--- src/column_post_picture_decoder_core_assert.svh ---
// assertion macros for the column post picture decoder core
// used by column_post_picture_decoder_core, expects clk and rst_n in scope
`ifndef COLUMN_POST_PICTURE_DECODER_CORE_ASSERT_SVH
`define COLUMN_POST_PICTURE_DECODER_CORE_ASSERT_SVH

// same-cycle implication, checked out of reset
`define CPPD_ASSERT_NOW(label, ante, cons, msg) \
    label: assert property (@(posedge clk) disable iff (!rst_n) (ante) |-> (cons)) \
        else $error(msg);

// next-cycle implication, checked out of reset
`define CPPD_ASSERT_NEXT(label, ante, cons, msg) \
    label: assert property (@(posedge clk) disable iff (!rst_n) (ante) |=> (cons)) \
        else $error(msg);

`endif

--- src/cppd_pkg.sv ---
// shared types and codes for the column post picture decoder
// no dependencies
`timescale 1ns / 1ps

package cppd_pkg;

    // default clamps for the size registers
    localparam int DEF_MAX_WIDTH  = 1024;
    localparam int DEF_MAX_HEIGHT = 512;

    // request commands
    localparam logic [1:0] CMD_START   = 2'd0;
    localparam logic [1:0] CMD_BYTE    = 2'd1;
    localparam logic [1:0] CMD_PALETTE = 2'd2;

    // result kinds
    localparam logic [1:0] KIND_PIXEL = 2'd0;
    localparam logic [1:0] KIND_DONE  = 2'd1;
    localparam logic [1:0] KIND_DROP  = 2'd2;

    // top-row byte that ends a column
    localparam logic [7:0] END_MARK = 8'hFF;

    // register indexes
    localparam logic REG_WIDTH  = 1'b0;
    localparam logic REG_HEIGHT = 1'b1;

    typedef struct packed {
        logic [1:0]  command;
        logic [9:0]  column_index;
        logic [7:0]  data_byte;
        logic [23:0] palette_rgb;
    } cppd_req_t;

    typedef struct packed {
        logic [1:0] result_kind;
        logic [9:0] pixel_x;
        logic [8:0] pixel_y;
        logic [7:0] red;
        logic [7:0] green;
        logic [7:0] blue;
    } cppd_rsp_t;

    // result event from the parser, colour still to be looked up
    typedef struct packed {
        logic       valid;
        logic [1:0] kind;
        logic [9:0] x;
        logic [8:0] y;
    } cppd_ev_t;

endpackage

--- src/cppd_parser.sv ---
// post stream parser: phase, column, post length and row registers
// depends on cppd_pkg
`timescale 1ns / 1ps

module cppd_parser
    import cppd_pkg::*;
#(
    parameter int MAX_WIDTH  = DEF_MAX_WIDTH,
    parameter int MAX_HEIGHT = DEF_MAX_HEIGHT
)
(
    input  logic       clk,
    input  logic       rst_n,
    input  logic       accept,
    input  cppd_req_t  req,
    input  logic [10:0] picture_width,
    input  logic [9:0] picture_height,
    output cppd_ev_t   ev
);

    localparam logic [2:0] PH_IDLE  = 3'd0;
    localparam logic [2:0] PH_TOP   = 3'd1;
    localparam logic [2:0] PH_LEN   = 3'd2;
    localparam logic [2:0] PH_PAD_A = 3'd3;
    localparam logic [2:0] PH_DATA  = 3'd4;
    localparam logic [2:0] PH_PAD_B = 3'd5;

    localparam logic [16:0] LIM_W = 17'(MAX_WIDTH);
    localparam logic [16:0] LIM_H = 17'(MAX_HEIGHT);

    logic [2:0] phase_reg, phase_next;
    logic [9:0] col_reg, col_next;
    logic [7:0] top_reg, top_next;
    logic [7:0] left_reg, left_next;
    logic [8:0] row_reg, row_next;
    logic [7:0] left_dec;
    logic       col_ok;
    logic       row_ok;

    // clamp to both the register and the build limit
    assign col_ok = (11'(req.column_index) < picture_width)
                 && (17'(req.column_index) < LIM_W);
    assign row_ok = (10'(row_reg) < picture_height) && (17'(row_reg) < LIM_H);
    assign left_dec = left_reg - 8'd1;

    always_comb
    begin
        phase_next = phase_reg;
        col_next   = col_reg;
        top_next   = top_reg;
        left_next  = left_reg;
        row_next   = row_reg;
        ev         = '0;
        ev.x       = col_reg;
        ev.y       = row_reg;
        if (accept)
        begin
            case (req.command)
                CMD_START:
                begin
                    if (col_ok)
                    begin
                        col_next   = req.column_index;
                        top_next   = '0;
                        left_next  = '0;
                        row_next   = '0;
                        phase_next = PH_TOP;
                    end
                end
                CMD_BYTE:
                begin
                    case (phase_reg)
                        PH_TOP:
                        begin
                            if (req.data_byte == END_MARK)
                            begin
                                phase_next = PH_IDLE;
                                ev.valid   = 1'b1;
                                ev.kind    = KIND_DONE;
                                ev.y       = '0;
                            end
                            else
                            begin
                                top_next   = req.data_byte;
                                phase_next = PH_LEN;
                            end
                        end
                        PH_LEN:
                        begin
                            left_next  = req.data_byte;
                            row_next   = 9'(top_reg);
                            phase_next = PH_PAD_A;
                        end
                        PH_PAD_A:
                        begin
                            phase_next = (left_reg != '0) ? PH_DATA : PH_PAD_B;
                        end
                        PH_DATA:
                        begin
                            ev.valid  = 1'b1;
                            ev.kind   = row_ok ? KIND_PIXEL : KIND_DROP;
                            row_next  = row_reg + 9'd1;
                            left_next = left_dec;
                            if (left_dec == '0)
                            begin
                                phase_next = PH_PAD_B;
                            end
                        end
                        PH_PAD_B:
                        begin
                            phase_next = PH_TOP;
                        end
                        default:
                        begin
                            // idle: stream bytes are ignored
                        end
                    endcase
                end
                default:
                begin
                    // palette writes and unknown commands leave the parse state alone
                end
            endcase
        end
    end

    always_ff @(posedge clk or negedge rst_n)
    begin
        if (!rst_n)
        begin
            phase_reg <= PH_IDLE;
            col_reg   <= '0;
            top_reg   <= '0;
            left_reg  <= '0;
            row_reg   <= '0;
        end
        else
        begin
            phase_reg <= phase_next;
            col_reg   <= col_next;
            top_reg   <= top_next;
            left_reg  <= left_next;
            row_reg   <= row_next;
        end
    end

endmodule

--- config.mk ---
export PLATFORM = sky130hd
export DESIGN_NAME = cppd_parser
export DESIGN_NICKNAME = d
export VERILOG_FILES = /design/src/column_post_picture_decoder_core_assert.svh /design/src/cppd_pkg.sv /design/src/cppd_parser.sv
export SDC_FILE = /design/constraint.sdc
export NUM_CORES = 1
export LEC_CHECK = 0
export ABC_AREA = 0
export ABC_CLOCK_PERIOD_IN_PS = 2900
export BUFFER_PORTS_ARGS = -buffer_cell sky130_fd_sc_hd__buf_2
export CAP_MARGIN = 20
export CORE_MARGIN = 2
export CORE_UTILIZATION = 39
export CTS_CLUSTER_SIZE = 8
export DETAILED_ROUTE_END_ITERATION = 16
export GPL_ROUTABILITY_DRIVEN = 0
export PLACE_DENSITY = 0.65
export SLEW_MARGIN = 10
export SYNTH_ARGS = -nofsm -noshare
export SYNTH_HDL_FRONTEND = slang
export SYNTH_SLANG_ARGS = --single-unit
export TNS_END_PERCENT = 5
--- constraint.sdc ---
create_clock -name clk -period 2.9 [get_ports clk]
set_input_delay 0 -clock clk [delete_from_list [all_inputs] [get_ports clk]]
set_output_delay 0 -clock clk [all_outputs]
set_load 0.1 [all_outputs]
# Yosys cells after proc, flatten, opt, wreduce, memory -nomap -nowiden
# Index checks and enable logic that the tools add are counted.
# word_totals
elab_cells	54
output_inout_bits	22
ff_bits	38
in_bits	68
# classes
n_reduce_logical	8
addsub	2
eq_ne	13
mux	24
magnitude_cmp	2
# op_table
cell	n
8-bit one-hot mux with 2 select lines	3
9-bit two-way mux	5
9-bit one-hot mux with 2 select lines	2
8-bit two-way mux	3
3-bit two-way mux	5
3-bit one-hot mux with 5 select lines	1
3-bit one-hot mux with 2 select lines	2
10-bit by 11-bit less-than comparator with 1-bit output	1
9-bit by 10-bit less-than comparator with 1-bit output	1
5-bit AND reduction	2
9-bit by 1-bit adder with 9-bit output (second input constant)	1
8-bit == test (second input constant)	1
8-bit logical NOT	1
8-bit nonzero test	1
8-bit by 1-bit subtractor with 8-bit output (second input constant)	1
3-bit by 2-bit == test with 1-bit output (second input constant)	2
3-bit == test (second input constant)	2
6-bit by 2-bit != test with 1-bit output (second input constant)	1
2-bit two-way mux	2
2-bit != test (second input constant)	2
4-bit AND reduction	1
3-bit by 1-bit == test with 1-bit output (second input constant)	1
3-bit by 2-bit != test with 1-bit output (second input constant)	1
3-bit != test (second input constant)	1
other kinds (6)	6

# Logic depth before layout (Yosys ltp)
# depth
ltp_word	5
ltp_mapped	10
depth_no_buf	8

# Least setup slack after synthesis
# OpenSTA, ideal clock, no wires.
# synth_path
path_kind	register to output
from	reg phase_reg[2]
to	out ev[1] in the netlist's numbering
required_ns	2.900
t_arrival_ns	2.943
path_slack_ns	-0.043
path_buffers	2
stages_incl_launch_ff	6
cell_sequence	dfrtp_1 > clkbuf_1 > nor2_1 > and4_1 > clkbuf_1 > nor2b_1
# synth_lines
item	line_no	source
start, declared	cppd_parser.sv:31	logic [2:0] phase_reg, phase_next;
start signal, assigned	cppd_parser.sv:139	phase_reg <= phase_next;
end, declared	cppd_parser.sv:18	output cppd_ev_t ev

==> results.toml <==
[outcome]
status = "completed"

[cells_and_area]
antennaDiodeCount = 0
largest_register_ffs = 10
final_util_pct = 50.3
num-nets-final = 475
final_layout_size_suffix_gt1_share_pct = 22.0
synthToLayoutAreaGrowth_pct = 26.3
n_fill_cell = 645

[global_routing]
pin_count_of_the_biggest_net_entering_global_routing = 39
global_route_wire_length_before_repair_mm = 11.2
grt_util_all_layers_pct = 18.8
grt_antenna_before_repair = 0
grt.met1_usage_pct = 23.5
grt_busiest_layer = "met2"
vias_in_the_first_global_route = 2400
grt_use_met2_pct = 32.8
met3_layer_usage_reported_by_global_route_pct = 2.57
global_route.overflow_total = 0

[yosys]
yosys.area_share.xor_xnor_pct = 0.655
synth_largest_type_area_fraction_pct = 35.6
seq_area_frac_synth_pct = 35.6
syn_area_per_cell_sq_um = 8.74
syn-instance-count = 306
yosysMostFrequentCell = "sky130_fd_sc_hd__dfrtp_1"
synth_top_family_by_area = "simple AND/OR/NAND/NOR gates"
synth_cell_types = 52
netlist_top_cells_area = "sky130_fd_sc_hd__dfrtp_1 (36%), sky130_fd_sc_hd__ha_1 (9.8%), sky130_fd_sc_hd__mux2_1 (5.1%)"
synth_edf_count = 0
yosys_warnings = 0
synth_adder_area_share_pct = 9.83
netlist.top_cell.by_area = "sky130_fd_sc_hd__dfrtp_1"
synthArstFlopShare_pct = 100
synth_compound_area_share_pct = 18.5
yosys.area_share.simple_pct = 20.2
synth_top_cells_by_count = "sky130_fd_sc_hd__dfrtp_1 (38), sky130_fd_sc_hd__inv_1 (30), sky130_fd_sc_hd__nor2_1 (28)"
mappedNetlistNets = 395
synth_ff_type = "sky130_fd_sc_hd__dfrtp_1"
synth_seq_cells = 38
synth_mux_area_share_pct = 8.42
mappedNetlistArea_sq_um = 2670

[floorplanning]
fp.dieH_um = 86.8
io_pins = 90
core_area_sq_um = 6720
die-area_sq_um = 7530
start_util_pct = 39.8
std_cell_rows = 30
fp.dieW_um = 86.8

[worst_setup_path]
critical_path.max_fanout = 14
critical_path_arrival_ns = 2.54
start_kind = "register"
reg2reg_from = "left_reg[0]$_DFFE_PN0P_"
rrSetupSlack_ns = 0.65
crit_slowest_cell = "sky130_fd_sc_hd__or4b_1"
longest_individual_stage_delay_on_the_worst_path_ns = 0.55
timing.critical_path.required_ns = 2.90
critical_path_cell_list = "nor3b_2 > buf_4 > nand2_1 > or4b_1 > a21oi_1 > buf_12"
r2r.worst_path.cells = 8
timing.setup.critical_path_class = "reg -> out"
worst_r2r_endpoint = "phase_reg[0]$_DFFE_PN0P_"
crit_path_end_kind = "output port"

[placed_design]
place_hpwl_mm = 4.84
preCtsSetupSlack_ns = 0.684
port_buffers = 65

[power_and_ir_drop]
peakVddDrop_mv = 0.223
static-leakage-power_nw = 1.69
power_density_nw_per_um2 = 543

[sta]
fin_worst_skew_ns = 0.00719
final_min_period_over_clock_period_pct = 87.5
report.final.hold_viol_count = 0
maxSlewHeadroom_pct = 42.8
timing.final.crit_period_ns = 2.54
hold_ws_ns = 0.105
timing.final.setup_violations = 0
final_max_slew_viol_count = 0
timing.fmax_mhz = 394
post-route-worst-setup-slack_ns = 0.361
timing_worst_slew_pin_value_ns = 0.857
unrepaired_setup_endpoints_after_global_routing = "no"

[detailed_routing]
route.detailed.wl_per_inst_um = 14.4
route.vias.total = 2539
totalWireLength_mm = 6.72
drt_iter0_drc = 93
remaining_drc_errors = 0
drtPass1Iterations = 4
drt.antenna.violating_nets = 0
post_drt_via_cell_ratio = 5.44

[worst_hold_path]
hold_path_class = "in -> reg"
hold-path-endpoint = "left_reg[0]$_DFFE_PN0P_"
worstHoldPathCells = 3
hold_path_startpoint = "req[24]"

[clocking]
cts_tree = "built"
number_of_h_tree_levels = 2
cts_num_sinks = 38
cts_inserted_buffers = 5
insertion_delay_to_the_later_sink_of_the_worst_skew_pair_ns = 0.30
clk_root_buffer_cell = "sky130_fd_sc_hd__clkbuf_8"
cts.repair.resized = 0
cts_buffer_depth = 2
clock_slew_seen_by_the_registers_of_the_worst_setup_and_hold_paths_ns = 0.07

[flow_run]
timing.max_cap.violations = 0
-- report_power, final --
group,internal [mW],switching [mW]
clock network,0.253,0.199
logic,0.215,0.495
registers,0.602,0.0693
-- cell families (layout without fill, tap and decap cells) --
| family | after synthesis | count (layout) |
|---|---|---|
| AOI/OAI and AO/OA | 77 | 77 |
| xor gates and xnor gates | 2 | 2 |
| adders and majority gates | 21 | 21 |
| buffers and inverters | 46 | 127 |
| DFF | 38 | 38 |
| muxes | 21 | 21 |
| and+or+nand+nor | 101 | 101 |
-- cell type report --
cell class | count | area (sq um) | area share (%)
Clock buffer | 5 | 68.8 | 2.04
Clock inverter | 3 | 40.0 | 1.19
Inverter | 30 | 113 | 3.33
Multi-Input combinational cell | 222 | 1540 | 45.6
Sequential cell | 38 | 951 | 28.1
Tap cell | 80 | 100 | 2.96
Timing Repair Buffer | 89 | 566 | 16.7
-- worst max-delay path: cells and delay by family, from the launching register on --
kind / cells / cell delay [ns]
and+or+nand+nor: 3 / 1.05
DFF: 1 / 0.50
buffers and inverters: 2 / 0.45
AOI/OAI and AO/OA: 1 / 0.26
-- routing by layer --
metal  part of all wire, %  vias up
met5                     0        -
met4                   1.4        0
met3                   3.7       10
met2                    50       65
met1                    45     1216
li1                      -     1248
-- worst max-delay path by stage --
stage / start / slack [ns] / end
after floorplan: phase_reg[2]$_DFFE_PN0P_ / -0.04 / ev[1]
after global placement: left_reg[0]$_DFFE_PN0P_ / 0.68 / phase_reg[0]$_DFFE_PN0P_
after detailed placement: left_reg[0]$_DFFE_PN0P_ / 0.68 / phase_reg[0]$_DFFE_PN0P_
after CTS: phase_reg[0]$_DFFE_PN0P_ / 0.36 / ev[20]
after global routing: phase_reg[0]$_DFFE_PN0P_ / 0.25 / ev[20]
final: phase_reg[0]$_DFFE_PN0P_ / 0.36 / ev[20]
-- cells in the final DEF, fill, tap and decap left out, types with 4 or more instances in the layout --
cell type	instances
sky130_fd_sc_hd__a21oi_1	19
sky130_fd_sc_hd__and3_1	4
sky130_fd_sc_hd__buf_2	64
sky130_fd_sc_hd__buf_4	6
sky130_fd_sc_hd__clkbuf_8	5
sky130_fd_sc_hd__dfrtp_1	38
sky130_fd_sc_hd__dlygate4sd3_1	18
sky130_fd_sc_hd__ha_1	21
sky130_fd_sc_hd__inv_1	30
sky130_fd_sc_hd__mux2_1	12
sky130_fd_sc_hd__mux2i_1	9
sky130_fd_sc_hd__nand2_1	19
sky130_fd_sc_hd__nand2b_1	4
sky130_fd_sc_hd__nand3_1	5
sky130_fd_sc_hd__nor2_1	28
sky130_fd_sc_hd__nor2b_1	11
sky130_fd_sc_hd__nor3_1	10
sky130_fd_sc_hd__o21ai_0	6
sky130_fd_sc_hd__o21ai_1	13
sky130_fd_sc_hd__o31ai_1	13
-- per-stage QoR --
step	TNS, ns	power, mW	instance area [sq um]	std cells
4_1_cts	0	1.85	3380	467
3_3_place_gp	0	1.36	3090	441
2_1_floorplan	-0.298	1.21	2670	306
6_report	0	1.83	3380	467
3_5_place_dp	0	1.37	3090	441
5_1_grt	0	1.93	3380	467
-- what timing repair did --
| action | 4_1_cts | 5_1_grt |
|---|---|---|
| endpoints found under the hold margin | 55 | 0 |
| hold buffers | 18 | 0 |
| buffers inserted | 0 | 0 |
(Power assumes the default switching activity.)
